--- config.mk ---
export PLATFORM = sky130hd
export DESIGN_NAME = mhpq_ctrl_flat
export DESIGN_NICKNAME = d
export VERILOG_FILES = /design/src/design/mhpq_pkg.sv /design/src/design/mhpq_req_if.sv /design/src/design/mhpq_rsp_if.sv /design/src/design/mhpq_ctrl.sv /design/src/flat_wrapper.sv
export SDC_FILE = /design/constraint.sdc
export NUM_CORES = 1
export LEC_CHECK = 0
export ABC_CLOCK_PERIOD_IN_PS = 12900
export BUFFER_PORTS_ARGS = -buffer_cell sky130_fd_sc_hd__buf_2
export CORE_MARGIN = 2
export CORE_UTILIZATION = 43
export DETAILED_ROUTE_END_ITERATION = 12
export PLACE_DENSITY = 0.69
export SYNTH_ARGS = -nofsm -noshare
export SYNTH_HDL_FRONTEND = slang
export SYNTH_SLANG_ARGS = --single-unit
--- constraint.sdc ---
create_clock -name clk -period 12.9 [get_ports clk]
set_input_delay 3.225 -clock clk [delete_from_list [all_inputs] [get_ports clk]]
set_output_delay 3.225 -clock clk [all_outputs]
set_load 0.01 [all_outputs]
--- src/design/mhpq_pkg.sv ---
// ============================================================================
// mhpq_pkg
// Shared types, field widths, status codes and the key compare for the
// min-heap priority queue.
// ============================================================================
package mhpq_pkg;

  localparam int ID_W           = 31;
  localparam int TIME_W         = 32;
  localparam int COUNT_W        = 12;
  localparam int STATUS_W       = 2;
  localparam int CAPACITY_DFLT  = 2048;

  typedef enum logic [STATUS_W-1:0] {
    STATUS_DONE  = 2'd0,
    STATUS_FULL  = 2'd1,
    STATUS_EMPTY = 2'd2
  } status_t;

  typedef enum logic {
    ACT_INSERT = 1'b0,
    ACT_REMOVE = 1'b1
  } action_t;

  typedef struct packed {
    logic [ID_W-1:0]   id;
    logic [TIME_W-1:0] executed;
    logic [TIME_W-1:0] total;
  } entry_t;

  // Order by executed time, then by id; strict, so equal keys never move
  function automatic logic key_less(input entry_t a, input entry_t b);
    logic lt;
    lt = (a.executed < b.executed) ||
         ((a.executed == b.executed) && (a.id < b.id));
    return lt;
  endfunction

endpackage

--- src/design/mhpq_req_if.sv ---
// ============================================================================
// mhpq_req_if
// Request channel: one insert or remove-minimum request per handshake.
// ============================================================================
interface mhpq_req_if
  import mhpq_pkg::*;
  ();
  logic              valid;
  logic              ready;
  logic              action;
  logic [ID_W-1:0]   item_id;
  logic [TIME_W-1:0] item_executed;
  logic [TIME_W-1:0] item_total;

  modport source (output valid, action, item_id, item_executed, item_total,
                  input ready);
  modport sink   (input valid, action, item_id, item_executed, item_total,
                  output ready);
endinterface

--- src/design/mhpq_rsp_if.sv ---
// ============================================================================
// mhpq_rsp_if
// Response channel: status, entry count and the current minimum entry.
// ============================================================================
interface mhpq_rsp_if
  import mhpq_pkg::*;
  ();
  logic                valid;
  logic                ready;
  logic [STATUS_W-1:0] status;
  logic [COUNT_W-1:0]  count;
  logic                top_valid;
  logic [ID_W-1:0]     top_id;
  logic [TIME_W-1:0]   top_executed;
  logic [TIME_W-1:0]   top_total;

  modport source (output valid, status, count, top_valid, top_id, top_executed,
                         top_total,
                  input ready);
  modport sink   (input valid, status, count, top_valid, top_id, top_executed,
                         top_total,
                  output ready);
endinterface

--- src/design/mhpq_ctrl.sv ---
// ============================================================================
// mhpq_ctrl
// Sift sequencer: walks the heap one level at a time through the shared key
// compare and the store's read and write ports, and holds the response register.
// ============================================================================
module mhpq_ctrl
  import mhpq_pkg::*;
#(
  parameter int CAPACITY = CAPACITY_DFLT,
  localparam int AW      = $clog2(CAPACITY),
  localparam int CNTW    = $clog2(CAPACITY + 1),
  localparam int IW      = AW + 2
) (
  input  logic          clk,
  input  logic          rst,
  mhpq_req_if.sink      req,
  mhpq_rsp_if.source    rsp,
  output logic          mem_wr_en,
  output logic [AW-1:0] mem_wr_addr,
  output entry_t        mem_wr_data,
  output logic          mem_rd_en,
  output logic [AW-1:0] mem_rd_addr,
  input  entry_t        mem_rd_data
);

  localparam logic [CNTW-1:0] CAP_CNT = CNTW'(CAPACITY);

  typedef enum logic [3:0] {
    ST_IDLE,
    ST_UP_CHK,
    ST_UP_CMP,
    ST_DN_LAST,
    ST_DN_LOAD,
    ST_DN_CHK,
    ST_DN_L,
    ST_DN_R,
    ST_FINISH
  } state_t;

  state_t          state;
  logic [CNTW-1:0] cnt;
  logic [AW-1:0]   pos;
  entry_t          cur;
  entry_t          best;
  logic            best_child;
  logic [AW-1:0]   best_idx;
  entry_t          top;
  status_t         status;

  logic                rsp_valid;
  logic [STATUS_W-1:0] rsp_status;
  logic [COUNT_W-1:0]  rsp_count;
  logic                rsp_top_valid;
  entry_t              rsp_top;

  logic [AW-1:0] pos_parent;
  logic [IW-1:0] left_idx;
  logic [IW-1:0] right_idx;
  logic [IW-1:0] cnt_ext;
  logic          left_ok;
  logic          right_ok;
  logic          less_cur;
  logic          less_rd_cur;
  logic          less_rd_best;
  entry_t        item;

  // Index arithmetic for the current level
  assign pos_parent = (pos - AW'(1)) >> 1;
  assign left_idx   = {1'b0, pos, 1'b1};
  assign right_idx  = left_idx + IW'(1);
  assign cnt_ext    = IW'(cnt);
  assign left_ok    = left_idx < cnt_ext;
  assign right_ok   = right_idx < cnt_ext;

  // Shared key compares against the entry just read
  assign less_cur     = key_less(cur, mem_rd_data);
  assign less_rd_cur  = key_less(mem_rd_data, cur);
  assign less_rd_best = key_less(mem_rd_data, best);

  assign item.id       = req.item_id;
  assign item.executed = req.item_executed;
  assign item.total    = req.item_total;

  assign req.ready = (state == ST_IDLE);

  assign rsp.valid        = rsp_valid;
  assign rsp.status       = rsp_status;
  assign rsp.count        = rsp_count;
  assign rsp.top_valid    = rsp_top_valid;
  assign rsp.top_id       = rsp_top.id;
  assign rsp.top_executed = rsp_top.executed;
  assign rsp.top_total    = rsp_top.total;

  // Drive the store ports for the current step
  always_comb begin
    mem_wr_en   = 1'b0;
    mem_wr_addr = pos;
    mem_wr_data = cur;
    mem_rd_en   = 1'b0;
    mem_rd_addr = pos;
    case (state)
      ST_UP_CHK: begin
        if (pos == '0) begin
          mem_wr_en = 1'b1;
        end else begin
          mem_rd_en   = 1'b1;
          mem_rd_addr = pos_parent;
        end
      end
      ST_UP_CMP: begin
        mem_wr_en   = 1'b1;
        mem_wr_data = less_cur ? mem_rd_data : cur;
      end
      ST_DN_LAST: begin
        mem_rd_en   = 1'b1;
        mem_rd_addr = cnt[AW-1:0];
      end
      ST_DN_CHK: begin
        if (!left_ok) begin
          mem_wr_en = 1'b1;
        end else begin
          mem_rd_en   = 1'b1;
          mem_rd_addr = left_idx[AW-1:0];
        end
      end
      ST_DN_L: begin
        if (right_ok) begin
          mem_rd_en   = 1'b1;
          mem_rd_addr = right_idx[AW-1:0];
        end else begin
          mem_wr_en   = 1'b1;
          mem_wr_data = less_rd_cur ? mem_rd_data : cur;
        end
      end
      ST_DN_R: begin
        mem_wr_en   = 1'b1;
        mem_wr_data = less_rd_best ? mem_rd_data : best;
      end
      default: begin
        mem_wr_en = 1'b0;
      end
    endcase
  end

  // Sequencer, shadow root and response register
  always_ff @(posedge clk) begin
    if (rst) begin
      state     <= ST_IDLE;
      cnt       <= '0;
      rsp_valid <= 1'b0;
    end else begin
      // Drop the response once taken; a finishing request refills it below
      if (rsp_valid && rsp.ready && (state != ST_FINISH)) begin
        rsp_valid <= 1'b0;
      end

      // Mirror every root write
      if (mem_wr_en && (mem_wr_addr == '0)) begin
        top <= mem_wr_data;
      end

      case (state)
        ST_IDLE: begin
          if (req.valid) begin
            if (req.action == ACT_INSERT) begin
              if (cnt == CAP_CNT) begin
                status <= STATUS_FULL;
                state  <= ST_FINISH;
              end else begin
                status <= STATUS_DONE;
                cur    <= item;
                pos    <= cnt[AW-1:0];
                cnt    <= cnt + CNTW'(1);
                state  <= ST_UP_CHK;
              end
            end else begin
              if (cnt == '0) begin
                status <= STATUS_EMPTY;
                state  <= ST_FINISH;
              end else begin
                status <= STATUS_DONE;
                cnt    <= cnt - CNTW'(1);
                pos    <= '0;
                state  <= ST_DN_LAST;
              end
            end
          end
        end
        ST_UP_CHK: begin
          state <= (pos == '0) ? ST_FINISH : ST_UP_CMP;
        end
        ST_UP_CMP: begin
          if (less_cur) begin
            pos   <= pos_parent;
            state <= ST_UP_CHK;
          end else begin
            state <= ST_FINISH;
          end
        end
        ST_DN_LAST: begin
          state <= ST_DN_LOAD;
        end
        ST_DN_LOAD: begin
          cur   <= mem_rd_data;
          state <= (cnt == '0) ? ST_FINISH : ST_DN_CHK;
        end
        ST_DN_CHK: begin
          state <= left_ok ? ST_DN_L : ST_FINISH;
        end
        ST_DN_L: begin
          if (right_ok) begin
            best       <= less_rd_cur ? mem_rd_data : cur;
            best_child <= less_rd_cur;
            best_idx   <= left_idx[AW-1:0];
            state      <= ST_DN_R;
          end else if (less_rd_cur) begin
            pos   <= left_idx[AW-1:0];
            state <= ST_DN_CHK;
          end else begin
            state <= ST_FINISH;
          end
        end
        ST_DN_R: begin
          if (less_rd_best) begin
            pos   <= right_idx[AW-1:0];
            state <= ST_DN_CHK;
          end else if (best_child) begin
            pos   <= best_idx;
            state <= ST_DN_CHK;
          end else begin
            state <= ST_FINISH;
          end
        end
        ST_FINISH: begin
          // Hold until the response slot is free
          if (!rsp_valid || rsp.ready) begin
            rsp_valid     <= 1'b1;
            rsp_status    <= status;
            rsp_count     <= COUNT_W'(cnt);
            rsp_top_valid <= (cnt != '0);
            rsp_top       <= (cnt != '0) ? top : '0;
            state         <= ST_IDLE;
          end
        end
        default: begin
          state <= ST_IDLE;
        end
      endcase
    end
  end

endmodule

--- src/flat_wrapper.sv ---
// flat-port wrapper written by rule: the top's interface ports become plain ports
module mhpq_ctrl_flat import mhpq_pkg::*;
#(
  parameter int CAPACITY = CAPACITY_DFLT,
  localparam int AW      = $clog2(CAPACITY),
  localparam int CNTW    = $clog2(CAPACITY + 1),
  localparam int IW      = AW + 2
)
  (clk, rst, mem_wr_en, mem_wr_addr, mem_wr_data, mem_rd_en, mem_rd_addr, mem_rd_data, req_valid, req_action, req_item_id, req_item_executed, req_item_total, req_ready, rsp_valid, rsp_status, rsp_count, rsp_top_valid, rsp_top_id, rsp_top_executed, rsp_top_total, rsp_ready);
  mhpq_req_if req_i ();
  mhpq_rsp_if rsp_i ();
  input  logic clk;
  input  logic rst;
  output logic mem_wr_en;
  output logic [AW-1:0] mem_wr_addr;
  output entry_t mem_wr_data;
  output logic mem_rd_en;
  output logic [AW-1:0] mem_rd_addr;
  input  entry_t mem_rd_data;
  input wire logic [$bits(req_i.valid)-1:0] req_valid;
  input wire logic [$bits(req_i.action)-1:0] req_action;
  input wire logic [$bits(req_i.item_id)-1:0] req_item_id;
  input wire logic [$bits(req_i.item_executed)-1:0] req_item_executed;
  input wire logic [$bits(req_i.item_total)-1:0] req_item_total;
  output wire logic [$bits(req_i.ready)-1:0] req_ready;
  output wire logic [$bits(rsp_i.valid)-1:0] rsp_valid;
  output wire logic [$bits(rsp_i.status)-1:0] rsp_status;
  output wire logic [$bits(rsp_i.count)-1:0] rsp_count;
  output wire logic [$bits(rsp_i.top_valid)-1:0] rsp_top_valid;
  output wire logic [$bits(rsp_i.top_id)-1:0] rsp_top_id;
  output wire logic [$bits(rsp_i.top_executed)-1:0] rsp_top_executed;
  output wire logic [$bits(rsp_i.top_total)-1:0] rsp_top_total;
  input wire logic [$bits(rsp_i.ready)-1:0] rsp_ready;
  assign req_i.valid = req_valid;
  assign req_i.action = req_action;
  assign req_i.item_id = req_item_id;
  assign req_i.item_executed = req_item_executed;
  assign req_i.item_total = req_item_total;
  assign req_ready = req_i.ready;
  assign rsp_valid = rsp_i.valid;
  assign rsp_status = rsp_i.status;
  assign rsp_count = rsp_i.count;
  assign rsp_top_valid = rsp_i.top_valid;
  assign rsp_top_id = rsp_i.top_id;
  assign rsp_top_executed = rsp_i.top_executed;
  assign rsp_top_total = rsp_i.top_total;
  assign rsp_i.ready = rsp_ready;
  mhpq_ctrl #(.CAPACITY(CAPACITY)) u_core (.clk(clk), .rst(rst), .req(req_i), .rsp(rsp_i), .mem_wr_en(mem_wr_en), .mem_wr_addr(mem_wr_addr), .mem_wr_data(mem_wr_data), .mem_rd_en(mem_rd_en), .mem_rd_addr(mem_rd_addr), .mem_rd_data(mem_rd_data));
endmodule
==> results of run 1 <==
cell families (layout without fill, tap and decap cells):
logic type,count (synthesis),after routing,synth area share (%)
AOI/OAI and AO/OA,523,523,15.22
xor gates and xnor gates,27,27,0.9764
adders and majority gates,171,171,8.865
buffers and inverters,364,804,5.910
DFF,436,436,53.36
muxes,104,104,4.794
other,0,7,0
and+or+nand+nor,535,535,10.88
per-layer routing:
metal  GRT usage [%]  wire, µm  up-vias  share of wire [%]
li1                -         -     8775                  -
met1           35.92     32850     9412                 42
met5               0        56        -              0.072
met3           4.353      5830      170                7.5
met2           41.88     36570      880                 47
met4           9.652      2888        8                3.7
worst max-delay path by stage:
stage | from | end | slack (ns) | cells past startpoint
floorplan | rst | u_core.rsp.count[0] | 1.29 | 2
global placement | mem_rd_data[77] | mem_wr_data[12] | 2.34 | 12
detailed placement | mem_rd_data[76] | mem_wr_data[12] | 2.34 | 12
CTS | mem_rd_data[77] | mem_wr_data[12] | 2.32 | 12
global route | mem_rd_data[78] | mem_wr_data[12] | 2.06 | 12
finish | mem_rd_data[77] | mem_wr_data[12] | 2.32 | 12
cells in the mapped netlist (7+ instances only):
cell type	n	area (µm²)
dfxtp_1	17	340.3
a211oi_1	24	180.2
mux2_2	95	1070
nand2_1	190	713.2
edfxtp_1	419	12580
a21oi_1	71	355.3
inv_1	257	964.7
nand3_1	65	325.3
nor3_1	30	150.1
and3_1	10	62.56
mux2i_1	8	80.08
nand2b_1	10	62.56
a31oi_1	8	50.05
o21ai_0	141	705.7
xnor2_1	22	192.7
and2_1	96	600.6
a21o_1	49	367.9
or2_2	8	50.05
nor4_1	9	56.30
o221ai_1	40	350.3
o211ai_1	44	330.3
a222oi_1	9	90.09
nor2_1	63	236.5
o221ai_2	20	300.3
clkbuf_1	69	259.0
buf_2	28	140.1
o21a_1	8	60.06
a221oi_1	13	113.9
a22oi_1	39	292.8
nor2b_1	10	62.56
nand4_1	18	112.6
ha_1	170	2127
o21ai_1	7	35.03
registers in the layout, summed over array words and instances (netlist names), 4 cells and up:
| signal | cells |
|---|---|
| u_core.rsp.top_total | 32 |
| u_core.top | 95 |
| u_core.best_idx | 10 |
| u_core.mem_wr_addr | 11 |
| u_core.cnt | 12 |
| u_core.state | 4 |
| u_core.best | 95 |
| u_core.rsp.top_executed | 32 |
| u_core.rsp.top_id | 31 |
| u_core.cur | 95 |
| u_core.rsp.count | 12 |
where the power goes:
group	total [mW]	internal, mW	switching (mW)
logic	1.77	0.642	1.12
registers	1.97	1.82	0.147
clock network	1.40	0.800	0.598
critical path, cell delays in order:
cell and delay [ns]:
buf_2 0.14, ha_1 0.34, nand4_1 0.10, nor3_1 0.48, o31ai_1 0.19, a21boi_0 0.59
o211ai_1 0.24, a31o_2 0.66, a21oi_4 0.45, buf_4 0.46, o221ai_1 0.26, buf_2 0.20
through the flow:
stage	hold slack [ns]	cell area [µm²]	setup slack, ns	util, %	std cells
6_report	0.4222	28750	2.319	51.89	3355
5_1_grt	0.4281	28750	2.065	51.88	3354
4_1_cts	0.4257	28740	2.315	51.86	3348
3_5_place_dp	0.4133	27160	2.343	49.00	3256
3_3_place_gp	0.4097	27160	2.342	49.00	3256
2_1_floorplan	0.4003	24220	1.287	-	2160
layout make-up:
type,count,area (µm²),area share [%]
antenna,7,17.52,0.06092
clock buffer,63,1351,4.700
inverter,258,969.7,3.372
multi-input combinational,1360,9983,34.72
tap,748,935.9,3.255
sequential,436,12920,44.94
timing repair buffer,454,2345,8.155
clock inverter,29,229.0,0.7963
==> impl_metrics.prom, run 1 <==
# TYPE chip_impl_metric gauge
chip_impl_info{name="status",value="complete, no violations"} 1
chip_impl_metric{name="worstSkewPairLatency",unit="ns"} 0.59
chip_impl_metric{name="clock_sinks",unit=""} 436
chip_impl_metric{name="fp.dieW",unit="µm"} 241.3
chip_impl_metric{name="final.setup_skew",unit="ns"} 0.02138
chip_impl_metric{name="cap_violations",unit=""} 0
chip_impl_metric{name="synth_enable_flop_cells",unit=""} 419
chip_impl_metric{name="synthesis.area_per_instance",unit="µm²"} 11.21
chip_impl_info{name="layout_commonest_cell",value="buf_2"} 1
chip_impl_metric{name="setup_tns",unit="ns"} 0
chip_impl_metric{name="detailedRoute.firstIterationViolations",unit=""} 1767
chip_impl_info{name="layout.cells.most_common_list",value="buf_2, edfxtp_1, inv_1"} 1
chip_impl_metric{name="layout_nets",unit=""} 2926
chip_impl_info{name="cp-end-kind",value="primary output"} 1
chip_impl_info{name="setup_repair_after_global_routing_missed_its_margin",value="false"} 1
chip_impl_metric{name="first_pass_grt_wire_length",unit="µm"} 115600
chip_impl_info{name="cts.root.buffer_cell",value="clkbuf_16"} 1
chip_impl_metric{name="critPathMaxFanout",unit=""} 38
chip_impl_metric{name="reg2reg_depth",unit=""} 13
chip_impl_metric{name="numCtsBuffers",unit=""} 50
chip_impl_metric{name="routability_congestion",unit=""} 0.9120
chip_impl_metric{name="final_routed_wirelength",unit="µm"} 78200
chip_impl_metric{name="final_layout_size_suffix_gt1_share",unit="%"} 25.96
chip_impl_metric{name="synth_sequential_area_ratio",unit="%"} 53.36
chip_impl_metric{name="worst_ir_drop_vdd",unit="mV"} 0.1238
chip_impl_metric{name="timing.final.setup_violations",unit=""} 0
chip_impl_metric{name="drt_pre_antenna_iters",unit=""} 7
chip_impl_metric{name="ys_async_sr_fraction",unit="%"} 0
chip_impl_info{name="hold_end",value="u_core.rsp.status[0]"} 1
chip_impl_metric{name="slew-limit-headroom",unit="%"} 20.70
chip_impl_metric{name="hold_buf_count_cts",unit=""} 0
chip_impl_info{name="min-delay-start",value="u_core.status[0]"} 1
chip_impl_metric{name="number_of_i_o_port_buffers",unit=""} 425
chip_impl_metric{name="pin_count",unit=""} 426
chip_impl_metric{name="grt_pass1_vias",unit=""} 18940
chip_impl_metric{name="ctsLongestPathBuffers",unit=""} 3
chip_impl_info{name="crit-reg2reg-launch",value="u_core.mem_wr_addr[2]"} 1
chip_impl_metric{name="cts.reportedPaths.clkPinSlew",unit="ns"} 0.05
chip_impl_metric{name="reg2reg_slack",unit="ns"} 7.78
chip_impl_metric{name="finalMaxSlewViolations",unit=""} 0
chip_impl_metric{name="dp_hpwl",unit="µm"} 55100
chip_impl_metric{name="grt_max_degree",unit=""} 119
chip_impl_metric{name="post_synth_inst_count",unit=""} 2160
chip_impl_info{name="crit_path_start_kind",value="primary input"} 1
chip_impl_metric{name="timing.final.hold_violations",unit=""} 0
chip_impl_metric{name="grtUsageTotal",unit="%"} 26.20
chip_impl_metric{name="synth_seq_cells",unit=""} 436
chip_impl_metric{name="vertical_die_dimension",unit="µm"} 241.3
chip_impl_metric{name="route.detailed.wl_per_inst",unit="µm"} 23.31
chip_impl_metric{name="period_needed",unit="ns"} 10.58
chip_impl_metric{name="n_fill_cell",unit=""} 4890
chip_impl_metric{name="design.core.area",unit="µm²"} 55420
chip_impl_metric{name="cts_resized",unit=""} 0
chip_impl_metric{name="critPathArrivalTime",unit="ns"} 7.36
chip_impl_metric{name="drtAntennaViolNets",unit=""} 0
chip_impl_info{name="type_of_the_worst_min_delay_path",value="reg -> reg"} 1
chip_impl_metric{name="area_growth",unit="%"} 18.73
chip_impl_metric{name="drt-vias-per-instance",unit=""} 5.736
chip_impl_metric{name="synth_cell_type_count",unit=""} 72
chip_impl_metric{name="yosys_warnings",unit=""} 0
chip_impl_info{name="ys.flop_type",value="edfxtp_1"} 1
chip_impl_metric{name="timing_worst_slew_pin_value",unit="ns"} 1.190
chip_impl_metric{name="rows",unit=""} 86
chip_impl_metric{name="global_route_overflow",unit=""} 0
chip_impl_metric{name="critPathRequiredTime",unit="ns"} 9.68
chip_impl_metric{name="worst_hold_path.num_cells",unit=""} 0
chip_impl_metric{name="vias",unit=""} 19250
chip_impl_metric{name="syn_nets",unit=""} 2526
chip_impl_metric{name="power.leakage",unit="nW"} 11.62
chip_impl_metric{name="ctsHtreeMaxLevel",unit=""} 2
chip_impl_metric{name="power.total",unit="mW"} 5.130
chip_impl_metric{name="remaining_drc_errors",unit=""} 0
chip_impl_info{name="critPathKind",value="in -> out"} 1
chip_impl_metric{name="p_per_area",unit="nW/µm²"} 178.4
chip_impl_metric{name="floorplan.die_area",unit="µm²"} 58240
chip_impl_metric{name="mapped_cell_area",unit="µm²"} 24220
chip_impl_info{name="cts_tree",value="built"} 1
chip_impl_metric{name="initial_antenna_violation_count",unit=""} 12
chip_impl_metric{name="floorplan.initialDensity",unit="%"} 43.70
chip_impl_metric{name="cts_setup_buffers",unit=""} 0
chip_impl_metric{name="maxClockFrequency",unit="MHz"} 94.51
chip_impl_info{name="timing.rr.end",value="u_core.top[12]"} 1
chip_impl_metric{name="post-route-period-util",unit="%"} 82.02
Note: power is estimated with default switching activity, not from simulation.
==> inputs of run 2 (changes only) <==
--- a/config.mk
+++ b/config.mk
@@ -5,12 +5,13 @@
 export SDC_FILE = /design/constraint.sdc
 export NUM_CORES = 1
 export LEC_CHECK = 0
-export ABC_CLOCK_PERIOD_IN_PS = 12900
+export ABC_AREA = 1
+export ABC_CLOCK_PERIOD_IN_PS = 10950
 export BUFFER_PORTS_ARGS = -buffer_cell sky130_fd_sc_hd__buf_2
 export CORE_MARGIN = 2
 export CORE_UTILIZATION = 43
 export DETAILED_ROUTE_END_ITERATION = 12
-export PLACE_DENSITY = 0.69
+export PLACE_DENSITY = 0.68
 export SYNTH_ARGS = -nofsm -noshare
 export SYNTH_HDL_FRONTEND = slang
 export SYNTH_SLANG_ARGS = --single-unit
==> constraint.sdc (replaced) <==
create_clock -name clk -period 10.95 [get_ports clk]
set_input_delay 2.7375 -clock clk [delete_from_list [all_inputs] [get_ports clk]]
set_output_delay 2.7375 -clock clk [all_outputs]
set_load 0.01 [all_outputs]
==> run 2 against run 1 <==
- register-to-register slack got worse by 2.5 ns
- wire length grew 13%
- critical path depth up 3
- flip-flop and latch count unchanged
- critical path type unchanged
- global-route usage shrank 0.51 points
- core utilization is 1.7 points lower
==> impl_metrics.prom, run 2 <==
# TYPE chip_impl_metric gauge
chip_impl_metric{name="dp_hpwl",unit="µm"} 58110
chip_impl_metric{name="rows",unit=""} 93
chip_impl_metric{name="synthesis.area_per_instance",unit="µm²"} 8.180
chip_impl_metric{name="final_routed_wirelength",unit="µm"} 88580
chip_impl_info{name="top_layer_used",value="met5"} 1
chip_impl_metric{name="critPathArrivalTime",unit="ns"} 6.47
chip_impl_metric{name="critPathMaxFanout",unit=""} 104
chip_impl_metric{name="power.switching",unit="mW"} 3.154
chip_impl_metric{name="wl_met3",unit="µm"} 7103
chip_impl_metric{name="ctsHtreeMaxLevel",unit=""} 2
chip_impl_metric{name="mapped_cell_area",unit="µm²"} 28050
chip_impl_metric{name="critPathRequiredTime",unit="ns"} 8.21
chip_impl_metric{name="ys_async_sr_fraction",unit="%"} 0
chip_impl_metric{name="proportion_of_power_drawn_by_flip_flops_and_latches",unit="%"} 32.4
chip_impl_metric{name="detailedRoute.firstIterationViolations",unit=""} 2171
chip_impl_metric{name="number_of_i_o_port_buffers",unit=""} 425
chip_impl_metric{name="timing.final.setup_violations",unit=""} 0
chip_impl_metric{name="final_area",unit="µm²"} 32350
chip_impl_metric{name="maxClockFrequency",unit="MHz"} 108.6
chip_impl_metric{name="area_growth",unit="%"} 15.31
chip_impl_info{name="cts.root.buffer_cell",value="clkbuf_16"} 1
chip_impl_metric{name="syn_nets",unit=""} 3795
chip_impl_metric{name="synth.top_cell.area_share",unit="%"} 44.85
chip_impl_metric{name="remaining_drc_errors",unit=""} 0
chip_impl_metric{name="clock_sinks",unit=""} 436
chip_impl_metric{name="synth_cell_type_count",unit=""} 54
chip_impl_info{name="setup_repair_after_global_routing_missed_its_margin",value="false"} 1
chip_impl_metric{name="ctsLongestPathBuffers",unit=""} 3
chip_impl_info{name="cts_tree",value="built"} 1
chip_impl_metric{name="floorplan.die_area",unit="µm²"} 67290
chip_impl_metric{name="cts.reportedPaths.clkPinSlew",unit="ns"} 0.06
chip_impl_metric{name="global_route_overflow",unit=""} 0
chip_impl_metric{name="post-route-period-util",unit="%"} 84.07
chip_impl_metric{name="drt_pre_antenna_iters",unit=""} 6
chip_impl_metric{name="share_comb_of_total_power",unit="%"} 43.3
chip_impl_metric{name="cts_setup_buffers",unit=""} 0
chip_impl_metric{name="numCtsBuffers",unit=""} 51
chip_impl_metric{name="pin_count",unit=""} 426
chip_impl_metric{name="fp.dieW",unit="µm"} 259.4
chip_impl_info{name="type_of_the_worst_min_delay_path",value="reg -> reg"} 1
chip_impl_metric{name="post_synth_inst_count",unit=""} 3429
chip_impl_metric{name="finalMaxSlewViolations",unit=""} 0
chip_impl_metric{name="synth_sequential_area_ratio",unit="%"} 46.07
chip_impl_metric{name="slew-limit-headroom",unit="%"} 21.46
chip_impl_metric{name="design.core.area",unit="µm²"} 64460
chip_impl_metric{name="floorplan.initialDensity",unit="%"} 43.51
chip_impl_metric{name="cts_resized",unit=""} 0
chip_impl_metric{name="synth_enable_flop_cells",unit=""} 419
chip_impl_metric{name="vertical_die_dimension",unit="µm"} 259.4
chip_impl_info{name="layout.cells.most_common_list",value="nand2_1, buf_2, edfxtp_1"} 1
chip_impl_metric{name="routability_congestion",unit=""} 0.9447
chip_impl_metric{name="timing.final.hold_violations",unit=""} 0
chip_impl_info{name="crit_path_start_kind",value="primary input"} 1
chip_impl_info{name="leading_cell_types_by_count_after_synthesis",value="nand2_1, edfxtp_1, inv_1"} 1
chip_impl_metric{name="worstSkewPairLatency",unit="ns"} 0.61
chip_impl_metric{name="drt-vias-per-instance",unit=""} 5.355
chip_impl_metric{name="yosys_warnings",unit=""} 0
chip_impl_metric{name="detailed_place.area",unit="µm²"} 30610
chip_impl_info{name="layout_commonest_cell",value="nand2_1"} 1
chip_impl_info{name="synth_top_area_cell",value="edfxtp_1"} 1
chip_impl_metric{name="routed-wl-met2",unit="µm"} 41120
chip_impl_metric{name="cap_violations",unit=""} 0
chip_impl_metric{name="final.setup_skew",unit="ns"} 0.02765
chip_impl_info{name="synth.most_common_cell",value="nand2_1"} 1
chip_impl_info{name="critPathKind",value="in -> out"} 1
chip_impl_info{name="ys.flop_type",value="edfxtp_1"} 1
chip_impl_metric{name="power.leakage",unit="nW"} 14.83
chip_impl_metric{name="timing_worst_slew_pin_value",unit="ns"} 1.174
chip_impl_metric{name="layout_nets",unit=""} 4125
chip_impl_metric{name="drtAntennaViolNets",unit=""} 0
chip_impl_metric{name="worst_ir_drop_vdd",unit="mV"} 0.1958
chip_impl_metric{name="p_per_area",unit="nW/µm²"} 227.4
chip_impl_metric{name="vias",unit=""} 24980
chip_impl_metric{name="internal_power",unit="mW"} 4.201
chip_impl_metric{name="share_of_power_burned_in_the_clock_network",unit="%"} 24.3
chip_impl_metric{name="initial_antenna_violation_count",unit=""} 19
chip_impl_info{name="largest_registers",value="u_core.best x95, u_core.cur x95, u_core.top x95"} 1
chip_impl_metric{name="wl_met1",unit="µm"} 38130
chip_impl_metric{name="final_layout_size_suffix_gt1_share",unit="%"} 16.63
chip_impl_metric{name="grt_max_degree",unit=""} 131
chip_impl_info{name="synthTopCellsByArea",value="edfxtp_1, nand2_1, ha_1"} 1
chip_impl_metric{name="setup_tns",unit="ns"} 0
chip_impl_metric{name="synth_seq_cells",unit=""} 436
chip_impl_metric{name="hold_buf_count_cts",unit=""} 0
chip_impl_metric{name="grt_pass1_vias",unit=""} 23400
chip_impl_info{name="cp-end-kind",value="primary output"} 1
chip_impl_metric{name="grtUsageTotal",unit="%"} 25.68
chip_impl_metric{name="power.switching_fraction",unit="%"} 42.88
chip_impl_metric{name="first_pass_grt_wire_length",unit="µm"} 134500
chip_impl_metric{name="period_needed",unit="ns"} 9.205
chip_impl_metric{name="route.detailed.wl_per_inst",unit="µm"} 18.99
chip_impl_info{name="status",value="complete, no violations"} 1
==> run 2: cell count changes after synthesis, sizes merged, moves of 62 or more <==
| cell | delta |
|---|---|
| and2 | -96 |
| o211ai | +62 |
| nand4 | +94 |
| nand2 | +940 |
| nor2 | +142 |
| mux2 | -96 |
| inv | +161 |
| nand3 | +166 |
==> run 2: final cells by class <==
cell class	instances	area [µm²]
clock buffer	61	1356
clock inverter	34	355.3
sequential	436	12920
fill	6240	32120
antenna	8	20.02
inverter	420	1597
timing repair buffer	447	2292
tap	855	1070
multi-input combinational	2403	12730
==> run 2: cell families after synthesis <==
logic type	count (synthesis)	share of synthesized area [%]
XOR/XNOR	21	0.6557
AND/OR/NAND/NOR	1771	27.67
AO/OA/AOI/OAI	440	9.184
adder cells (fa/ha/maj)	171	7.654
flip-flops	436	46.07
buffers and inverters	590	8.765
==> run 2: path summary, 6_finish.rpt <==
| kind | start | to | slack [ns] | depth (start not counted) |
|---|---|---|---|---|
| setup / recovery | mem_rd_data[90] | mem_wr_data[30] | 1.74 | 15 |
| setup reg to reg | u_core.mem_wr_addr[1] | u_core.top[14] | 5.31 | 19 |
| hold / removal | u_core.status[0] | u_core.rsp.status[0] | 0.45 | 0 |
| hold reg to reg | u_core.status[0] | u_core.rsp.status[0] | 0.45 | 0 |
==> run 2: through the flow <==
stage          power, mW  util (%)  hold WS (ns)  instances  setup WS (ns)
2_1_floorplan      4.536         -        0.4003       3429          3.022
3_3_place_gp       5.532     47.49        0.4343       4561          1.728
3_5_place_dp       5.587     47.49        0.4523       4561          1.739
4_1_cts            7.387     50.15        0.4659       4656          1.728
5_1_grt            7.823     50.17        0.4662       4663          1.496
6_report           7.355     50.18        0.4522       4664          1.745
==> run 2: critical path, cell delays in order <==
cell and delay (ns):
buf_2 0.14, ha_1 0.31, a21oi_1 0.19, o21ai_0 0.13
nand2_1 0.07, nand2_1 0.08, a21oi_1 0.43, nand3_1 0.28
nand2_8 0.56, inv_2 0.53, nand2_1 0.16, nand2_1 0.06
nand2_1 0.05, nand4_1 0.34, buf_2 0.27
==> run 2: power by group through the flow <==
stage	clock, mW	combinational (mW)	sequential [mW]
after floorplan	0	2.19	2.35
after global placement	0	3.13	2.40
after detailed placement	0	3.18	2.41
after CTS	1.82	3.19	2.37
after global routing	1.88	3.54	2.40
final	1.79	3.19	2.38
==> run 2: per-layer routing <==
layer | vias up | track usage, %
li1 | 12150 | -
met1 | 11660 | 34.86
met2 | 990 | 41.92
met3 | 154 | 4.755
met4 | 22 | 7.328
met5 | - | 0
==> inputs of run 3 (changes only) <==
--- a/config.mk
+++ b/config.mk
@@ -5,13 +5,13 @@
 export SDC_FILE = /design/constraint.sdc
 export NUM_CORES = 1
 export LEC_CHECK = 0
-export ABC_AREA = 1
-export ABC_CLOCK_PERIOD_IN_PS = 10950
+export ABC_AREA = 0
+export ABC_CLOCK_PERIOD_IN_PS = 7450
 export BUFFER_PORTS_ARGS = -buffer_cell sky130_fd_sc_hd__buf_2
 export CORE_MARGIN = 2
 export CORE_UTILIZATION = 43
 export DETAILED_ROUTE_END_ITERATION = 12
-export PLACE_DENSITY = 0.68
+export PLACE_DENSITY = 0.71
 export SYNTH_ARGS = -nofsm -noshare
 export SYNTH_HDL_FRONTEND = slang
 export SYNTH_SLANG_ARGS = --single-unit
==> constraint.sdc (replaced) <==
create_clock -name clk -period 7.45 [get_ports clk]
set_input_delay 1.8625 -clock clk [delete_from_list [all_inputs] [get_ports clk]]
set_output_delay 1.8625 -clock clk [all_outputs]
set_load 0.01 [all_outputs]
==> run 3 against run 2 <==
- flip-flop and latch count unchanged
- clock skew increased by 0.0034 ns
- first-iteration DRC count decreased by 19%
- core utilization increased by 2.0 points
- critical path depth decreased by 3
- design area decreased by 11%
- total power increased by 21%
- critical path type unchanged
==> impl_metrics.prom, run 3 (same netlist as run 1, synthesis figures left out) <==
# TYPE chip_impl_metric gauge
chip_impl_metric{name="critPathArrivalTime",unit="ns"} 5.44
chip_impl_metric{name="vias",unit=""} 19440
chip_impl_metric{name="timing.hold.ws",unit="ns"} 0.4440
chip_impl_metric{name="final.setup_skew",unit="ns"} 0.03104
chip_impl_metric{name="worstSkewPairLatency",unit="ns"} 0.61
chip_impl_metric{name="floorplan.initialDensity",unit="%"} 43.70
chip_impl_metric{name="remaining_drc_errors",unit=""} 0
chip_impl_metric{name="detailed_place.area",unit="µm²"} 27320
chip_impl_metric{name="routability_congestion",unit=""} 0.9243
chip_impl_info{name="largest_registers",value="u_core.best x95, u_core.cur x95, u_core.top x95"} 1
chip_impl_metric{name="global_route_overflow",unit=""} 0
chip_impl_metric{name="p_per_area",unit="nW/µm²"} 307.8
chip_impl_info{name="critical_path.endpoint",value="mem_wr_data[62]"} 1
chip_impl_metric{name="detailedRoute.firstIterationViolations",unit=""} 1765
chip_impl_info{name="crit-reg2reg-launch",value="u_core.mem_wr_addr[0]"} 1
chip_impl_metric{name="area_growth",unit="%"} 19.39
chip_impl_metric{name="post-route-period-util",unit="%"} 98.04
chip_impl_metric{name="power.switching",unit="mW"} 3.271
chip_impl_metric{name="period_needed",unit="ns"} 7.304
chip_impl_info{name="type_of_the_worst_min_delay_path",value="reg -> reg"} 1
chip_impl_metric{name="grt_pass1_vias",unit=""} 19240
chip_impl_metric{name="reg2reg_slack",unit="ns"} 2.58
chip_impl_metric{name="timing.final.hold_violations",unit=""} 0
chip_impl_metric{name="ctsHtreeMaxLevel",unit=""} 2
chip_impl_metric{name="power.leakage",unit="nW"} 11.69
chip_impl_metric{name="cap_violations",unit=""} 0
chip_impl_metric{name="setup_tns",unit="ns"} 0
chip_impl_metric{name="n_fill_cell",unit=""} 4832
chip_impl_metric{name="final_layout_size_suffix_gt1_share",unit="%"} 25.94
chip_impl_metric{name="fp.dieW",unit="µm"} 241.3
chip_impl_metric{name="grtUsageTotal",unit="%"} 26.08
chip_impl_metric{name="vertical_die_dimension",unit="µm"} 241.3
chip_impl_metric{name="drtAntennaViolNets",unit=""} 0
chip_impl_metric{name="critPathRequiredTime",unit="ns"} 5.59
chip_impl_metric{name="worst_ir_drop_vdd",unit="mV"} 0.1959
chip_impl_info{name="critPathKind",value="in -> out"} 1
chip_impl_metric{name="first_pass_grt_wire_length",unit="µm"} 115500
chip_impl_metric{name="timing.final.setup_violations",unit=""} 0
chip_impl_metric{name="drt_pre_antenna_iters",unit=""} 8
chip_impl_metric{name="numCtsBuffers",unit=""} 50
chip_impl_info{name="critPathLaunch",value="mem_rd_data[41]"} 1
chip_impl_metric{name="share_of_power_burned_in_the_clock_network",unit="%"} 26.5
chip_impl_metric{name="number_of_i_o_port_buffers",unit=""} 425
chip_impl_metric{name="proportion_of_power_drawn_by_flip_flops_and_latches",unit="%"} 37.9
chip_impl_info{name="layout.cells.most_common_list",value="buf_2, edfxtp_1, inv_1"} 1
chip_impl_metric{name="floorplan.die_area",unit="µm²"} 58240
chip_impl_metric{name="power.total",unit="mW"} 8.900
chip_impl_metric{name="maxClockFrequency",unit="MHz"} 136.9
chip_impl_info{name="cts_tree",value="built"} 1
chip_impl_metric{name="ctsLongestPathBuffers",unit=""} 3
chip_impl_metric{name="route.detailed.wl_per_inst",unit="µm"} 23.22
chip_impl_info{name="crit_path_start_kind",value="primary input"} 1
chip_impl_metric{name="power.switching_fraction",unit="%"} 36.75
chip_impl_metric{name="cts_setup_buffers",unit=""} 0
chip_impl_metric{name="rows",unit=""} 86
chip_impl_info{name="setup_repair_after_global_routing_missed_its_margin",value="false"} 1
chip_impl_info{name="timing.rr.end",value="u_core.best[65]"} 1
chip_impl_info{name="status",value="complete, no violations"} 1
chip_impl_metric{name="layout_nets",unit=""} 2936
chip_impl_metric{name="critPathMaxFanout",unit=""} 16
chip_impl_metric{name="initial_antenna_violation_count",unit=""} 17
chip_impl_metric{name="final_area",unit="µm²"} 28910
chip_impl_metric{name="reg2reg_depth",unit=""} 11
chip_impl_metric{name="share_comb_of_total_power",unit="%"} 35.5
chip_impl_info{name="layout_commonest_cell",value="buf_2"} 1
chip_impl_info{name="cts.root.buffer_cell",value="clkbuf_16"} 1
chip_impl_metric{name="cts.reportedPaths.clkPinSlew",unit="ns"} 0.06
chip_impl_metric{name="internal_power",unit="mW"} 5.629
chip_impl_metric{name="dp_hpwl",unit="µm"} 54220
chip_impl_metric{name="slew-limit-headroom",unit="%"} 23.95
chip_impl_metric{name="pin_count",unit=""} 426
chip_impl_metric{name="finalMaxSlewViolations",unit=""} 0
chip_impl_metric{name="clock_sinks",unit=""} 436
chip_impl_metric{name="timing_worst_slew_pin_value",unit="ns"} 1.135
chip_impl_metric{name="drt-vias-per-instance",unit=""} 5.764
chip_impl_metric{name="dpl.cell_count",unit=""} 3265
chip_impl_metric{name="final_routed_wirelength",unit="µm"} 78310
chip_impl_metric{name="design.core.area",unit="µm²"} 55420
chip_impl_info{name="cp-end-kind",value="primary output"} 1
chip_impl_metric{name="post_layout_nonfiller_instances",unit=""} 3373
chip_impl_metric{name="grt_max_degree",unit=""} 107
run 3: cell types whose count changed in the layout (fill, tap and decap cells not counted), moves of 93 or more:
cell	delta
inv_1	-144
and2_1	+96
nand2_1	-881
nand4_1	-93
nor2_1	-134
mux2_2	+95
nand3_1	-155
run 3: worst min-delay path by stage:
stage                startpoint  cells past startpoint  slack, ns                   end
2_1_floorplan  u_core.status[0]                      0       0.40  u_core.rsp.status[0]
3_3_place_gp   u_core.status[1]                      0       0.42  u_core.rsp.status[1]
3_5_place_dp   u_core.status[1]                      0       0.43  u_core.rsp.status[1]
4_1_cts        u_core.status[1]                      0       0.44  u_core.rsp.status[1]
5_1_grt        u_core.status[1]                      0       0.44  u_core.rsp.status[1]
6_report       u_core.status[1]                      0       0.44  u_core.rsp.status[1]
run 3: cell type report:
cell class | count | area [µm²] | area share [%]
clock inverters | 28 | 215.2 | 0.7443
repair buffers | 463 | 2500 | 8.646
well taps | 748 | 935.9 | 3.237
inverters | 258 | 969.7 | 3.354
flip-flops and latches | 436 | 12920 | 44.69
multi-input cells | 1361 | 9998 | 34.58
clock buffers | 64 | 1335 | 4.617
diodes | 15 | 37.54 | 0.1298
run 3: timing repair:
item                       CTS  global route
hold buffers                 0             0
gates resized for setup      0             0
setup endpoints to repair    0             1
run 3: worst max-delay path, cell delays in order:
cell	delay [ns]
buf_2	0.12
inv_1	0.07
ha_1	0.31
a21oi_1	0.18
o21ai_1	0.15
a221o_1	0.40
a221oi_2	0.42
o21ai_1	0.22
o21ai_1	0.65
a21oi_4	0.28
o211ai_1	0.56
buf_2	0.23
run 3: power by group through the flow:
| stage | combinational (mW) | clock, mW | sequential, mW |
|---|---|---|---|
| after floorplan | 1.97 | 0 | 3.35 |
| after global placement | 3.05 | 0 | 3.41 |
| after detailed placement | 3.13 | 0 | 3.42 |
| after CTS | 3.15 | 2.41 | 3.37 |
| after global routing | 3.46 | 2.49 | 3.40 |
| final | 3.16 | 2.36 | 3.38 |
run 3: routing by layer:
metal / global-route usage (%) / vias up / routed length (µm)
li1: - / 8811 / -
met1: 34.67 / 9566 / 32190
met2: 42.88 / 909 / 37900
met3: 4.319 / 155 / 5753
met4: 9.839 / 2 / 2451
met5: 0 / - / 11
run 3: stage by stage:
stage	util (%)	setup WS [ns]
after detailed placement	49.30	0.2526
after CTS	52.09	0.2147
after floorplan	-	0.4332
after global routing	52.17	0.006651
after global placement	49.30	0.2455
final	52.18	0.1460
